<file path="src/rtl/dcnp_pkg.sv">
// Shared types and constants of the drill coordinate number parser.
package dcnp_pkg;

    // ASCII codes
    localparam logic [7:0] CH_PLUS  = 8'h2B;
    localparam logic [7:0] CH_MINUS = 8'h2D;
    localparam logic [7:0] CH_POINT = 8'h2E;
    localparam logic [7:0] CH_0     = 8'h30;
    localparam logic [7:0] CH_9     = 8'h39;

    // units register codes
    localparam logic [1:0] UNITS_UNKNOWN = 2'd0;
    localparam logic [1:0] UNITS_METRIC  = 2'd1;
    localparam logic [1:0] UNITS_INCH    = 2'd2;

    // number format codes
    localparam logic [1:0] FMT_UNKNOWN = 2'd0;
    localparam logic [1:0] FMT_2_4     = 2'd1;
    localparam logic [1:0] FMT_3_2     = 2'd2;
    localparam logic [1:0] FMT_3_3     = 2'd3;

    // configuration register indexes
    localparam logic CFG_UNITS        = 1'b0;
    localparam logic CFG_START_FORMAT = 1'b1;

    localparam logic [31:0] ACC_CAP = 32'hFFFF_FFFF;

    // integer part scale: inch 10000 * 254 / 100, metric 1000, format 3.2 ten
    localparam logic [14:0] KMUL_INCH   = 15'd25400;
    localparam logic [14:0] KMUL_METRIC = 15'd1000;
    localparam logic [14:0] KMUL_TEN    = 15'd10;

    // floor(b * 127 / 50) == (b * CINV) >> 33 for b below one million
    localparam logic [34:0] CINV       = 35'd21818433884;
    localparam int          CINV_SHIFT = 33;

    typedef enum logic [1:0] {
        K_INCH,
        K_METRIC,
        K_TEN
    } t_kcode;

    // operands of one closed number, handed to the scaling pipeline
    typedef struct packed {
        logic [31:0] a;      // multiplied by the kcode constant
        t_kcode      kcode;
        logic [19:0] b;      // addend, scaled by 254/100 when inch
        logic        inch;
        logic        neg;
        logic        ok;
        logic        over;
        logic [1:0]  fmt;
    } t_op;

endpackage

</file>
<file path="src/rtl/dcnp_if.sv">
// Channel interfaces: character beats in, coordinate beats out.
interface dcnp_in_if;
    logic       valid;
    logic       ready;
    logic [7:0] character;
    logic       last;

    modport source (output valid, character, last, input ready);
    modport sink   (input valid, character, last, output ready);
endinterface

interface dcnp_out_if #(
    parameter int VALUE_BITS = 32
);
    logic                         valid;
    logic                         ready;
    logic signed [VALUE_BITS-1:0] value;
    logic                         valid_res;
    logic [1:0]                   format_used;
    logic                         saturated;

    modport source (output valid, value, valid_res, format_used, saturated, input ready);
    modport sink   (input valid, value, valid_res, format_used, saturated, output ready);
endinterface

</file>
<file path="src/rtl/drill_coordinate_number_parser_top.sv">
// Top level of the drill coordinate number parser.
// Throughput: one character beat per cycle, back to back, any mix of numbers,
//   while the operand register can take the number's closing beat. The beat
//   with last passes the input, operand, multiply and result registers in turn.
// Reset (synchronous, active low): clears all valid flags, units and format to
//   unknown, and the per-number accumulators; no clearing pass.
module drill_coordinate_number_parser_top
    import dcnp_pkg::*;
#(
    parameter int VALUE_BITS = 32
) (
    input  logic       i_clk,
    input  logic       i_rst_n,
    // configuration write port: index 0 units, index 1 start_format
    input  logic       i_cfg_we,
    input  logic       i_cfg_idx,
    input  logic [1:0] i_cfg_data,
    // character beats
    dcnp_in_if.sink    i_chr,
    // coordinate beats
    dcnp_out_if.source o_res
);

    // Closed-number operands travel from the character stage to the scaling
    // pipeline through a registered valid/ready hop.
    logic op_valid;
    logic op_ready;
    t_op  op;

    // Character stage: each beat updates the accumulators; the beat with last
    // also picks the scale constant and format for the number.
    dcnp_char_stage u_char (
        .i_clk      (i_clk),
        .i_rst_n    (i_rst_n),
        .i_cfg_we   (i_cfg_we),
        .i_cfg_idx  (i_cfg_idx),
        .i_cfg_data (i_cfg_data),
        .i_chr      (i_chr),
        .o_op_valid (op_valid),
        .o_op       (op),
        .i_op_ready (op_ready)
    );

    // Scaling: one 32x15 multiply and the inch 254/100 reciprocal multiply in
    // parallel, then add, clip to the signed range and apply the sign.
    dcnp_scale_stage #(
        .VALUE_BITS (VALUE_BITS)
    ) u_scale (
        .i_clk      (i_clk),
        .i_rst_n    (i_rst_n),
        .i_op_valid (op_valid),
        .i_op       (op),
        .o_op_ready (op_ready),
        .o_res      (o_res)
    );

endmodule

</file>
<file path="src/rtl/dcnp_char_stage.sv">
// Character stage: input register, per-number accumulators, close decision.
module dcnp_char_stage
    import dcnp_pkg::*;
(
    input  logic           i_clk,
    input  logic           i_rst_n,
    input  logic           i_cfg_we,
    input  logic           i_cfg_idx,
    input  logic [1:0]     i_cfg_data,
    dcnp_in_if.sink        i_chr,
    output logic           o_op_valid,
    output t_op            o_op,
    input  logic           i_op_ready
);

    // input register
    logic       r_v0;
    logic [7:0] r_ch;
    logic       r_last;

    // configuration
    logic [1:0] r_units;
    logic [1:0] r_fmt;

    // number state
    logic        r_neg,   n_neg;
    logic        r_first, n_first;
    logic        r_point, n_point;
    logic [31:0] r_acc,   n_acc;
    logic [3:0]  r_l1,    n_l1;
    logic [6:0]  r_l2,    n_l2;
    logic [9:0]  r_l3,    n_l3;
    logic [13:0] r_l4,    n_l4;
    logic [16:0] r_l5,    n_l5;
    logic [19:0] r_l6,    n_l6;
    logic [3:0]  r_dcnt,  n_dcnt;
    logic        r_fdz,   n_fdz;
    logic [13:0] r_frac,  n_frac;
    logic [9:0]  r_f3,    n_f3;
    logic [2:0]  r_fcnt,  n_fcnt;
    logic        r_bad,   n_bad;

    // output register
    logic r_op_v;
    t_op  r_op;

    logic        w_fire;
    logic        w_op_en;
    logic [3:0]  w_d;
    logic        w_is_digit;
    logic [35:0] w_acc10;
    logic [19:0] w_fpad_inch;
    logic [19:0] w_fpad_metric;
    logic [1:0]  w_fmt_after;
    t_op         w_op;

    assign w_op_en     = !r_op_v || i_op_ready;
    assign w_fire      = r_v0 && (!r_last || w_op_en);
    assign i_chr.ready = !r_v0 || w_fire;
    assign o_op_valid  = r_op_v;
    assign o_op        = r_op;

    assign w_d        = r_ch[3:0];
    assign w_is_digit = (r_ch >= CH_0) && (r_ch <= CH_9);
    assign w_acc10    = 36'(r_acc) * 36'd10 + 36'(w_d);

    // state update for the character in the input register
    always_comb begin
        n_neg   = r_neg;
        n_first = 1'b0;
        n_point = r_point;
        n_acc   = r_acc;
        n_l1    = r_l1;
        n_l2    = r_l2;
        n_l3    = r_l3;
        n_l4    = r_l4;
        n_l5    = r_l5;
        n_l6    = r_l6;
        n_dcnt  = r_dcnt;
        n_fdz   = r_fdz;
        n_frac  = r_frac;
        n_f3    = r_f3;
        n_fcnt  = r_fcnt;
        n_bad   = r_bad;
        priority if (r_first && (r_ch == CH_PLUS || r_ch == CH_MINUS)) begin
            n_neg = (r_ch == CH_MINUS);
        end else if (w_is_digit) begin
            if (!r_point) begin
                if (r_dcnt == 4'd0) begin
                    n_fdz = (w_d == 4'd0);
                end
                n_acc = (w_acc10 > 36'(ACC_CAP)) ? ACC_CAP : w_acc10[31:0];
                // last k digits: previous last k-1 digits shifted up one place
                n_l1  = w_d;
                n_l2  = 7'(r_l1) * 7'd10 + 7'(w_d);
                n_l3  = 10'(r_l2) * 10'd10 + 10'(w_d);
                n_l4  = 14'(r_l3) * 14'd10 + 14'(w_d);
                n_l5  = 17'(r_l4) * 17'd10 + 17'(w_d);
                n_l6  = 20'(r_l5) * 20'd10 + 20'(w_d);
                if (r_dcnt != 4'd15) begin
                    n_dcnt = r_dcnt + 4'd1;
                end
            end else if (r_fcnt < 3'd4) begin
                n_frac = 14'(r_frac * 14'd10) + 14'(w_d);
                if (r_fcnt < 3'd3) begin
                    n_f3 = 10'(r_f3 * 10'd10) + 10'(w_d);
                end
                n_fcnt = r_fcnt + 3'd1;
            end
        end else if (r_ch == CH_POINT && !r_point) begin
            n_point = 1'b1;
        end else begin
            n_bad = 1'b1;
        end
    end

    // fraction padded to four (inch) or three (metric) digits
    always_comb begin
        unique case (n_fcnt)
            3'd1:    w_fpad_inch = 20'(n_frac) * 20'd1000;
            3'd2:    w_fpad_inch = 20'(n_frac) * 20'd100;
            3'd3:    w_fpad_inch = 20'(n_frac) * 20'd10;
            3'd4:    w_fpad_inch = 20'(n_frac);
            default: w_fpad_inch = '0;
        endcase
        unique case (n_fcnt)
            3'd0:    w_fpad_metric = '0;
            3'd1:    w_fpad_metric = 20'(n_f3) * 20'd100;
            3'd2:    w_fpad_metric = 20'(n_f3) * 20'd10;
            default: w_fpad_metric = 20'(n_f3);
        endcase
    end

    // close decision
    always_comb begin
        w_fmt_after = r_fmt;
        w_op        = '0;
        w_op.kcode  = K_TEN;
        priority if (n_bad) begin
            w_op.ok = 1'b0;
        end else if (r_units == UNITS_INCH) begin
            w_op.ok    = 1'b1;
            w_op.inch  = 1'b1;
            w_op.kcode = K_INCH;
            if (n_point) begin
                w_op.a    = n_acc;
                w_op.b    = w_fpad_inch;
                w_op.over = (n_acc == ACC_CAP);
            end else begin
                w_op.b = n_l6;
            end
        end else if (r_units == UNITS_METRIC) begin
            if (n_point) begin
                w_op.ok    = 1'b1;
                w_op.kcode = K_METRIC;
                w_op.a     = n_acc;
                w_op.b     = w_fpad_metric;
                w_op.over  = (n_acc == ACC_CAP);
            end else if (r_fmt == FMT_3_2) begin
                w_op.ok = 1'b1;
                w_op.a  = 32'(n_l5);
            end else if (r_fmt == FMT_3_3) begin
                w_op.ok = 1'b1;
                w_op.b  = n_l6;
            end else if (n_dcnt == 4'd6) begin
                w_fmt_after = FMT_3_3;
                w_op.ok     = 1'b1;
                w_op.b      = n_l6;
            end else if (n_dcnt == 4'd5 && n_fdz) begin
                w_fmt_after = FMT_3_2;
                w_op.ok     = 1'b1;
                w_op.a      = 32'(n_l5);
            end else begin
                w_op.ok = 1'b0;
            end
        end else begin
            w_op.ok = 1'b0;
        end
        w_op.neg = n_neg;
        w_op.fmt = w_fmt_after;
    end

    always_ff @(posedge i_clk) begin
        if (!i_rst_n) begin
            r_v0    <= 1'b0;
            r_op_v  <= 1'b0;
            r_units <= UNITS_UNKNOWN;
            r_fmt   <= FMT_UNKNOWN;
            r_neg   <= 1'b0;
            r_first <= 1'b1;
            r_point <= 1'b0;
            r_acc   <= '0;
            r_l1    <= '0;
            r_l2    <= '0;
            r_l3    <= '0;
            r_l4    <= '0;
            r_l5    <= '0;
            r_l6    <= '0;
            r_dcnt  <= '0;
            r_fdz   <= 1'b0;
            r_frac  <= '0;
            r_f3    <= '0;
            r_fcnt  <= '0;
            r_bad   <= 1'b0;
        end else begin
            if (i_chr.valid && i_chr.ready) begin
                r_v0 <= 1'b1;
            end else if (w_fire) begin
                r_v0 <= 1'b0;
            end

            if (w_fire && r_last) begin
                r_op_v <= 1'b1;
            end else if (i_op_ready) begin
                r_op_v <= 1'b0;
            end

            if (w_fire) begin
                if (r_last) begin
                    r_fmt   <= w_fmt_after;
                    r_neg   <= 1'b0;
                    r_first <= 1'b1;
                    r_point <= 1'b0;
                    r_acc   <= '0;
                    r_l1    <= '0;
                    r_l2    <= '0;
                    r_l3    <= '0;
                    r_l4    <= '0;
                    r_l5    <= '0;
                    r_l6    <= '0;
                    r_dcnt  <= '0;
                    r_fdz   <= 1'b0;
                    r_frac  <= '0;
                    r_f3    <= '0;
                    r_fcnt  <= '0;
                    r_bad   <= 1'b0;
                end else begin
                    r_neg   <= n_neg;
                    r_first <= n_first;
                    r_point <= n_point;
                    r_acc   <= n_acc;
                    r_l1    <= n_l1;
                    r_l2    <= n_l2;
                    r_l3    <= n_l3;
                    r_l4    <= n_l4;
                    r_l5    <= n_l5;
                    r_l6    <= n_l6;
                    r_dcnt  <= n_dcnt;
                    r_fdz   <= n_fdz;
                    r_frac  <= n_frac;
                    r_f3    <= n_f3;
                    r_fcnt  <= n_fcnt;
                    r_bad   <= n_bad;
                end
            end

            if (i_cfg_we) begin
                unique case (i_cfg_idx)
                    CFG_UNITS:        r_units <= i_cfg_data;
                    CFG_START_FORMAT: r_fmt   <= i_cfg_data;
                endcase
            end
        end
    end

    // payload registers
    always_ff @(posedge i_clk) begin
        if (i_chr.valid && i_chr.ready) begin
            r_ch   <= i_chr.character;
            r_last <= i_chr.last;
        end
        if (w_fire && r_last) begin
            r_op <= w_op;
        end
    end

endmodule

</file>
<file path="src/rtl/dcnp_scale_stage.sv">
// Scaling pipeline: multiply stage, then sum, saturate and sign into the result register.
module dcnp_scale_stage
    import dcnp_pkg::*;
#(
    parameter int VALUE_BITS = 32
) (
    input  logic        i_clk,
    input  logic        i_rst_n,
    input  logic        i_op_valid,
    input  t_op         i_op,
    output logic        o_op_ready,
    dcnp_out_if.source  o_res
);

    localparam int TW = 48;
    localparam int CW = (TW > VALUE_BITS) ? TW : VALUE_BITS;
    localparam logic [VALUE_BITS-1:0] MAXV = {1'b0, {(VALUE_BITS-1){1'b1}}};

    // multiply stage
    logic        r_s2_v;
    logic [46:0] r_prod;
    logic [21:0] r_c;
    logic        r_neg;
    logic        r_ok;
    logic        r_over;
    logic [1:0]  r_fmt;

    // result register
    logic                  r_out_v;
    logic [VALUE_BITS-1:0] r_value;
    logic                  r_valid_res;
    logic [1:0]            r_fmt_used;
    logic                  r_sat;

    logic                  w_en_out;
    logic                  w_en_s2;
    logic [14:0]           w_k;
    logic [54:0]           w_cprod;
    logic [TW-1:0]         w_t;
    logic                  w_sat;
    logic [VALUE_BITS-1:0] w_mag;
    logic [VALUE_BITS-1:0] w_val;

    assign w_en_out   = !r_out_v || o_res.ready;
    assign w_en_s2    = !r_s2_v || w_en_out;
    assign o_op_ready = w_en_s2;

    always_comb begin
        unique case (i_op.kcode)
            K_INCH:   w_k = KMUL_INCH;
            K_METRIC: w_k = KMUL_METRIC;
            K_TEN:    w_k = KMUL_TEN;
            default:  w_k = '0;
        endcase
    end

    // b * 254 / 100 by reciprocal multiply
    assign w_cprod = 55'(i_op.b) * 55'(CINV);

    assign w_t   = 48'(r_prod) + 48'(r_c);
    assign w_sat = r_ok && (r_over || (CW'(w_t) > CW'(MAXV)));

    always_comb begin
        if (!r_ok) begin
            w_mag = '0;
        end else if (w_sat) begin
            w_mag = MAXV;
        end else begin
            w_mag = VALUE_BITS'(w_t);
        end
        w_val = r_neg ? ('0 - w_mag) : w_mag;
    end

    always_ff @(posedge i_clk) begin
        if (!i_rst_n) begin
            r_s2_v  <= 1'b0;
            r_out_v <= 1'b0;
        end else begin
            if (w_en_s2) begin
                r_s2_v <= i_op_valid;
            end
            if (w_en_out) begin
                r_out_v <= r_s2_v;
            end
        end
    end

    always_ff @(posedge i_clk) begin
        if (w_en_s2 && i_op_valid) begin
            r_prod <= 47'(i_op.a) * 47'(w_k);
            r_c    <= i_op.inch ? w_cprod[CINV_SHIFT +: 22] : 22'(i_op.b);
            r_neg  <= i_op.neg;
            r_ok   <= i_op.ok;
            r_over <= i_op.over;
            r_fmt  <= i_op.fmt;
        end
        if (w_en_out && r_s2_v) begin
            r_value     <= w_val;
            r_valid_res <= r_ok;
            r_fmt_used  <= r_fmt;
            r_sat       <= w_sat;
        end
    end

    assign o_res.valid       = r_out_v;
    assign o_res.value       = r_value;
    assign o_res.valid_res   = r_valid_res;
    assign o_res.format_used = r_fmt_used;
    assign o_res.saturated   = r_sat;

endmodule

</file>
<file path="src/flat_wrapper.sv">
// flat-port wrapper written by rule: the top's interface ports become plain ports
module drill_coordinate_number_parser_top_flat import dcnp_pkg::*;
#(
    parameter int VALUE_BITS = 32
)
  (i_clk, i_rst_n, i_cfg_we, i_cfg_idx, i_cfg_data, i_chr_valid, i_chr_character, i_chr_last, i_chr_ready, o_res_valid, o_res_value, o_res_valid_res, o_res_format_used, o_res_saturated, o_res_ready);
  dcnp_in_if i_chr_i ();
  dcnp_out_if #(.VALUE_BITS(VALUE_BITS)) o_res_i ();
  input  logic i_clk;
  input  logic i_rst_n;
  input  logic i_cfg_we;
  input  logic i_cfg_idx;
  input  logic [1:0] i_cfg_data;
  input wire logic [$bits(i_chr_i.valid)-1:0] i_chr_valid;
  input wire logic [$bits(i_chr_i.character)-1:0] i_chr_character;
  input wire logic [$bits(i_chr_i.last)-1:0] i_chr_last;
  output wire logic [$bits(i_chr_i.ready)-1:0] i_chr_ready;
  output wire logic [$bits(o_res_i.valid)-1:0] o_res_valid;
  output wire logic [$bits(o_res_i.value)-1:0] o_res_value;
  output wire logic [$bits(o_res_i.valid_res)-1:0] o_res_valid_res;
  output wire logic [$bits(o_res_i.format_used)-1:0] o_res_format_used;
  output wire logic [$bits(o_res_i.saturated)-1:0] o_res_saturated;
  input wire logic [$bits(o_res_i.ready)-1:0] o_res_ready;
  assign i_chr_i.valid = i_chr_valid;
  assign i_chr_i.character = i_chr_character;
  assign i_chr_i.last = i_chr_last;
  assign i_chr_ready = i_chr_i.ready;
  assign o_res_valid = o_res_i.valid;
  assign o_res_value = o_res_i.value;
  assign o_res_valid_res = o_res_i.valid_res;
  assign o_res_format_used = o_res_i.format_used;
  assign o_res_saturated = o_res_i.saturated;
  assign o_res_i.ready = o_res_ready;
  drill_coordinate_number_parser_top #(.VALUE_BITS(VALUE_BITS)) u_core (.i_clk(i_clk), .i_rst_n(i_rst_n), .i_cfg_we(i_cfg_we), .i_cfg_idx(i_cfg_idx), .i_cfg_data(i_cfg_data), .i_chr(i_chr_i), .o_res(o_res_i));
endmodule
</file>
<file path="config.mk">
export PLATFORM = sky130hd
export DESIGN_NAME = drill_coordinate_number_parser_top_flat
export DESIGN_NICKNAME = d
export VERILOG_FILES = /design/src/rtl/dcnp_pkg.sv /design/src/rtl/dcnp_if.sv /design/src/rtl/drill_coordinate_number_parser_top.sv /design/src/rtl/dcnp_char_stage.sv /design/src/rtl/dcnp_scale_stage.sv /design/src/flat_wrapper.sv
export SDC_FILE = /design/constraint.sdc
export NUM_CORES = 2
export LEC_CHECK = 0
export ABC_CLOCK_PERIOD_IN_PS = 7000
export BUFFER_PORTS_ARGS = -buffer_cell sky130_fd_sc_hd__buf_2
export CAP_MARGIN = 20
export CORE_UTILIZATION = 38
export CTS_CLUSTER_SIZE = 12
export DETAILED_ROUTE_END_ITERATION = 10
export PLACE_DENSITY = 0.64
export RECOVER_POWER = 25
export SYNTH_ARGS = -nofsm -noshare
export SYNTH_HDL_FRONTEND = slang
export SYNTH_SLANG_ARGS = --single-unit
</file>
<file path="constraint.sdc">
create_clock -name i_clk -period 7 [get_ports i_clk]
set_input_delay 1.4 -clock i_clk [delete_from_list [all_inputs] [get_ports i_clk]]
set_output_delay 1.4 -clock i_clk [all_outputs]
set_load 0.1 [all_outputs]
</file>
# After elaboration in Yosys (flattened, before gate mapping)
# Index checks and enable logic that the tools add are counted.
# totals
reg_bits,327
input_bits,17
out_inout_bits,38
wordCells,244
# op_classes
add_sub_neg,12
multipliers,15
n_lt_le_gt_ge,6
eq_ne,19
mux,113
n_bitwise,2
reduce_logical,33
# ops
op,n
2-to-1 mux 32 bit,10
2-to-1 mux 20 bit,10
2-to-1 mux 17 bit,8
2-to-1 mux 14 bit,9
2-to-1 mux 54 bit,2
2-to-1 mux 10 bit,10
case mux 20 bit (4 select lines),1
multiplier 20 x 33 -> 53 bit (second input constant),1
case mux 17 bit (3 select lines),1
adder 47 x 22 -> 48 bit,1
> comparator 48 x 31 -> 1 bit (second input constant),1
multiplier 32 x 15 -> 47 bit,1
case mux 15 bit (3 select lines),1
adder 36 x 4 -> 36 bit,1
> comparator 36 x 32 -> 1 bit (second input constant),1
2-to-1 mux 4 bit,9
multiplier 32 x 3 -> 35 bit (second input constant),1
equality test 32 bit (second input constant),1
subtractor 1 x 32 -> 32 bit (first input constant),1
2-to-1 mux 1 bit,29
adder 14 x 4 -> 14 bit,2
2-to-1 mux 2 bit,14
2-to-1 mux 7 bit,4
multiplier 10 x 3 -> 13 bit (second input constant),2
41 further kinds,79

# Logic depth before layout (Yosys ltp)
# depth
word_depth,19
mapped_depth,30
depth_no_buf,30

# Modules after synthesis
# From an unflattened synthesis, not the netlist that was laid out.
# unflattened
hier_cells,5122
hier_area_um2,47924.7
# modules_own_cells
module,n_inst,cells_each,area_each_um2,seq_area_each_um2
dcnp_scale_stage,1,2641,26401.6,3313.2
dcnp_char_stage,1,2481,21523.1,4874.7

# Worst setup path after synthesis
# OpenSTA, ideal clock, no wires.
# synth_timing
path_type,input -> register
from,input o_res_ready
to,register u_core.u_scale.r_c[0] (enable)
arrival_time_ns,6.790
setup_slack_ns,-0.406
cell_stages,2
n_path_buf,0
path_cell_list,nor2b_1 -> a21boi_0
# synth_between
elab_chain_len,3
# synth_rtl
item,line,source
start: declaration,flat_wrapper.sv:23,input wire logic [$bits(o_res_i.ready)-1:0] o_res_ready;
logical OR 1 bit,dcnp_scale_stage.sv:44,assign w_en_out = !r_out_v || o_res.ready;
logical OR 1 bit,dcnp_scale_stage.sv:45,assign w_en_s2 = !r_s2_v || w_en_out;
logical AND 1 bit,dcnp_scale_stage.sv:89,if (w_en_s2 && i_op_valid) begin
end signal: assignment,dcnp_scale_stage.sv:91,r_c <= i_op.inch ? w_cprod[CINV_SHIFT +: 22] : 22'(i_op.b);
end: declaration,dcnp_scale_stage.sv:22,logic [21:0] r_c;
# No other way between the ends.
# A chain may end at the register's enable or synchronous reset.

# Final worst setup path
# layout_timing
from,"register u_core.u_char.r_op, in the netlist u_core.u_char.o_op[25]"
to,"register u_core.u_scale.r_c[19], data pin"
# layout_between
elab_chain_len,2
# layout_rtl
item,line,source
start: declaration,dcnp_char_stage.sv:45,t_op r_op;
start signal: assignment,dcnp_char_stage.sv:273,r_op <= w_op;
multiplier 20 x 33 -> 53 bit,dcnp_scale_stage.sv:58,assign w_cprod = 55'(i_op.b) * 55'(CINV);
2-to-1 mux 20 bit *,dcnp_scale_stage.sv:91,
# Every way passes the cells marked *; elsewhere a longest branch is shown, timed or not.

==> flow_summary.rst <==
.. list-table::
   :header-rows: 1

   * - Metric
     - Value
   * - Status
     - finished with violations
   * - Number of global-route vias before repair
     - 36582
   * - Clock tree from TritonCTS
     - done
   * - Data required time at the worst endpoint
     - 7.34 ns
   * - GR Util All Layers
     - 0.188
   * - Maximum count of clock buffers along a single path
     - 3
   * - Pin count of the biggest net entering global routing
     - 71
   * - Worst setup path category
     - reg -> reg
   * - Initial core utilization
     - 0.383
   * - Top library cells by usage in the layout, fill and taps aside
     - 768 x sky130_fd_sc_hd__ha_1, 753 x sky130_fd_sc_hd__inv_1, 511 x sky130_fd_sc_hd__fa_1
   * - Remaining antenna violation count after routing
     - 0
   * - Path type of the worst min-delay path
     - reg -> reg
   * - Clock transition at the registers of the reported paths
     - 0.06 ns
   * - Category of the worst setup path launch point
     - register
   * - Fraction of registers with async set/reset
     - 0
   * - Number of primary I/O pins
     - 55
   * - Layout cell share with drive strength beyond 1
     - 0.0962
   * - Ys Warns
     - 0
   * - Post-route clock skew
     - 0.0648 ns
   * - Crit path arrival time
     - 7.40 ns
   * - Max FO, Critical Path
     - 3
   * - Utilization after layout
     - 0.428
   * - Fillers
     - 12069
   * - Syn avg cell area
     - 9.32 um2
   * - Vias per cell
     - 5.22
   * - Dominant cell type by area after synthesis
     - sky130_fd_sc_hd__fa_1
   * - Grt peak-use layer
     - met2
   * - Number of port buffers
     - 54
   * - Number of buffers added by the clock tree synthesis step
     - 42
   * - Share of the yosys chip area belonging to registers
     - 0.171
   * - CTS sink cnt
     - 320
   * - Maximum frequency from static timing analysis
     - 142 MHz
   * - Kind of capture point of the worst setup path
     - register
   * - Net Count, Synth
     - 6469
   * - Met3 layer usage reported by global route
     - 0.0230
   * - Remaining design rule violation count
     - 0
   * - Die H
     - 357 um
   * - Top-area cell type share of the netlist area
     - 0.215
   * - Initial antenna violation count
     - 1
   * - Total standard cell area after synthesis
     - 0.0480 mm2
   * - Lkg Pwr
     - 25.6 nW
   * - Final cycle utilization of the critical path
     - 1.01
   * - Number of search-and-repair iterations in the first detailed-routing pass
     - 6
   * - Post-DP HPWL
     - 99100 um
   * - Root cell of the clock tree
     - sky130_fd_sc_hd__clkbuf_16
   * - Placed Instances
     - 6903
   * - Worst-Skew Late Latency
     - 0.64 ns
   * - Worst relative slew slack
     - -1.35
   * - Post-layout nets
     - 6640
   * - Most frequent standard cell in the layout excluding fill and tap cells
     - sky130_fd_sc_hd__ha_1
   * - Area of the core
     - 0.125 mm2
   * - Initial drt markers
     - 2208
   * - Global-route wire length before repair
     - 194000 um
   * - Max Slew Vio Count
     - 107
   * - Number of non-filler instances in the completed layout
     - 7002
   * - Die width
     - 357 um
   * - Number of levels the H-tree was split into
     - 2
   * - Number of vias in the routed layout
     - 36573
   * - Area growth from synthesis to final layout
     - 11.9%
   * - Minimum clock period
     - 7.06 ns
   * - Setup TNS Final
     - -0.102 ns
   * - CTS Hold Bufs
     - 0
   * - Violated checks
     - capacitance limit, slew limit, setup timing
   * - Distinct cell type count of the synthesized netlist
     - 97
   * - Final global-route overflow total
     - 0
   * - Worst IR Drop VDD
     - 167 uV
   * - Count of final hold-check violations
     - 0
   * - ANT cells
     - 0
   * - Pre-CTS setup slack
     - -0.334 ns
   * - Final RePlAce weighted congestion
     - 0.950
   * - Area of the die
     - 0.128 mm2
   * - Worst-Margin Slew
     - 3.53 ns
   * - Wire length per cell after detailed routing
     - 17.1 um
   * - Final setup viols
     - 3
   * - Cells after synthesis
     - 5148
   * - Cells taking the most area after synthesis
     - sky130_fd_sc_hd__fa_1 22%, sky130_fd_sc_hd__ha_1 21%, sky130_fd_sc_hd__edfxtp_1 11%
   * - Top FF cell, synth
     - sky130_fd_sc_hd__edfxtp_1
   * - Final setup margin
     - -0.0649 ns
   * - Global-route met2 utilization
     - 0.301
   * - Number of maximum-capacitance constraint violations
     - 2
   * - Total power divided by cell area
     - 143 mW/mm2
   * - Fin Hold WS
     - 0.421 ns
   * - Number of synthesized flops with an enable pin
     - 178
   * - Setup repair after global routing missed its margin
     - yes
   * - Met1 capacity usage during global routing
     - 0.268
   * - Number of cell rows
     - 130
   * - Synthesized flop and latch total
     - 320
   * - Total Wirelength
     - 120000 um
-- final timing paths --
kind,cells after the start,startpoint,slack [ns],end
worst min register to register,0,u_core.u_char.o_op[3],0.42,u_core.u_scale.r_ok
worst min-delay path,0,u_core.u_char.o_op[3],0.42,u_core.u_scale.r_ok
worst max-delay path,22,u_core.u_char.o_op[25],-0.06,u_core.u_scale.r_c[19]
worst max register to register,22,u_core.u_char.o_op[25],-0.06,u_core.u_scale.r_c[19]
-- kinds of logic after synthesis --
kind of cell    synth area share
mux                      0.00782
simple gates               0.133
flops                      0.171
xor+xnor                  0.0547
buf+inv                   0.0715
fa+ha+maj                  0.421
compound gates             0.142
-- cells in the mapped netlist, types with 86 or more instances --
cell type,number
sky130_fd_sc_hd__inv_1,761
sky130_fd_sc_hd__nor2_1,296
sky130_fd_sc_hd__nor2b_1,119
sky130_fd_sc_hd__xnor2_1,193
sky130_fd_sc_hd__fa_1,516
sky130_fd_sc_hd__o21ai_0,233
sky130_fd_sc_hd__a21oi_1,251
sky130_fd_sc_hd__nand3_1,86
sky130_fd_sc_hd__a21o_1,102
sky130_fd_sc_hd__xor2_1,105
sky130_fd_sc_hd__and2_1,123
sky130_fd_sc_hd__edfxtp_1,178
sky130_fd_sc_hd__dfxtp_1,142
sky130_fd_sc_hd__nand2_1,257
sky130_fd_sc_hd__ha_1,788
sky130_fd_sc_hd__clkbuf_1,130
-- report_power, final --
part / internal (W) / switching [W] / leakage [nW]
logic: 0.00149 / 0.00186 / 22.1
registers: 0.00205 / 0.0000380 / 2.83
clock network: 0.00131 / 0.000941 / 0.682
-- metrics by stage --
| stage | area [um2] | total power [W] |
|---|---|---|
| 2_1_floorplan | 48000 | 0.00444 |
| 3_3_place_gp | 51400 | 0.00517 |
| 3_5_place_dp | 51400 | 0.00523 |
| 4_1_cts | 52900 | 0.00763 |
| 5_1_grt | 53700 | 0.00829 |
| 6_report | 53700 | 0.00769 |
-- flip-flops by register name, indices dropped and copies added (netlist names), 3 cells and up --
| register | count |
|---|---|
| u_core.u_char.r_acc | 32 |
| u_core.u_char.r_ch | 8 |
| u_core.u_char.r_fcnt | 3 |
| u_core.u_scale.r_c | 22 |
| u_core.u_scale.r_prod | 46 |
| u_core.u_char.r_l5 | 17 |
| u_core.u_char.r_l4 | 11 |
| u_core.u_char.o_op | 60 |
| u_core.u_char.r_l3 | 8 |
| u_core.u_char.r_frac | 14 |
| u_core.u_char.r_l6 | 20 |
| u_core.u_char.r_f3 | 10 |
| u_core.u_char.r_dcnt | 4 |
| u_core.u_char.r_l2 | 6 |
| u_core.u_scale.o_res.value | 32 |
| u_core.u_char.r_l1 | 4 |
-- area by class of cell --
| class | count | area (um2) | share of cell area |
|---|---|---|---|
| Inverter | 762 | 2860 | 0.0533 |
| Sequential cell | 320 | 8190 | 0.153 |
| Clock inverter | 22 | 297 | 0.00552 |
| Timing Repair Buffer | 274 | 1990 | 0.0370 |
| Tap cell | 1650 | 2060 | 0.0385 |
| Multi-Input combinational cell | 3919 | 37100 | 0.692 |
| Clock buffer | 55 | 1130 | 0.0211 |
-- metal layers --
layer	share of wire	wire [um]
met5	0.00011	13
met4	0.022	2650
met1	0.48	57900
met2	0.45	53600
met3	0.049	5870
-- timing repair --
item	CTS	global route
setup endpoints to repair	15	29
buffers inserted	3	17
pin swaps	23	43
cloned	0	2
gates resized for setup	25	132
-- worst max-delay path, cell delays in order (launching register included) --
cell                       delay, ns
sky130_fd_sc_hd__edfxtp_1       0.41
sky130_fd_sc_hd__fa_1           0.59
sky130_fd_sc_hd__inv_2          0.05
sky130_fd_sc_hd__fa_1           0.54
sky130_fd_sc_hd__inv_1          0.07
sky130_fd_sc_hd__fa_1           0.47
sky130_fd_sc_hd__fa_2           0.59
sky130_fd_sc_hd__fa_2           0.44
sky130_fd_sc_hd__fa_2           0.35
sky130_fd_sc_hd__fa_1           0.57
sky130_fd_sc_hd__ha_4           0.22
sky130_fd_sc_hd__a21o_1         0.17
sky130_fd_sc_hd__a21o_1         0.18
sky130_fd_sc_hd__a21oi_1        0.24
sky130_fd_sc_hd__a211oi_2       0.12
sky130_fd_sc_hd__a21oi_2        0.28
sky130_fd_sc_hd__o31ai_4        0.12
sky130_fd_sc_hd__a221o_1        0.39
sky130_fd_sc_hd__a21o_1         0.24
sky130_fd_sc_hd__a21oi_4        0.18
sky130_fd_sc_hd__o31ai_4        0.10
sky130_fd_sc_hd__xor2_1         0.16
sky130_fd_sc_hd__mux2_4         0.27
Note: power is estimated with default switching activity, not from simulation.
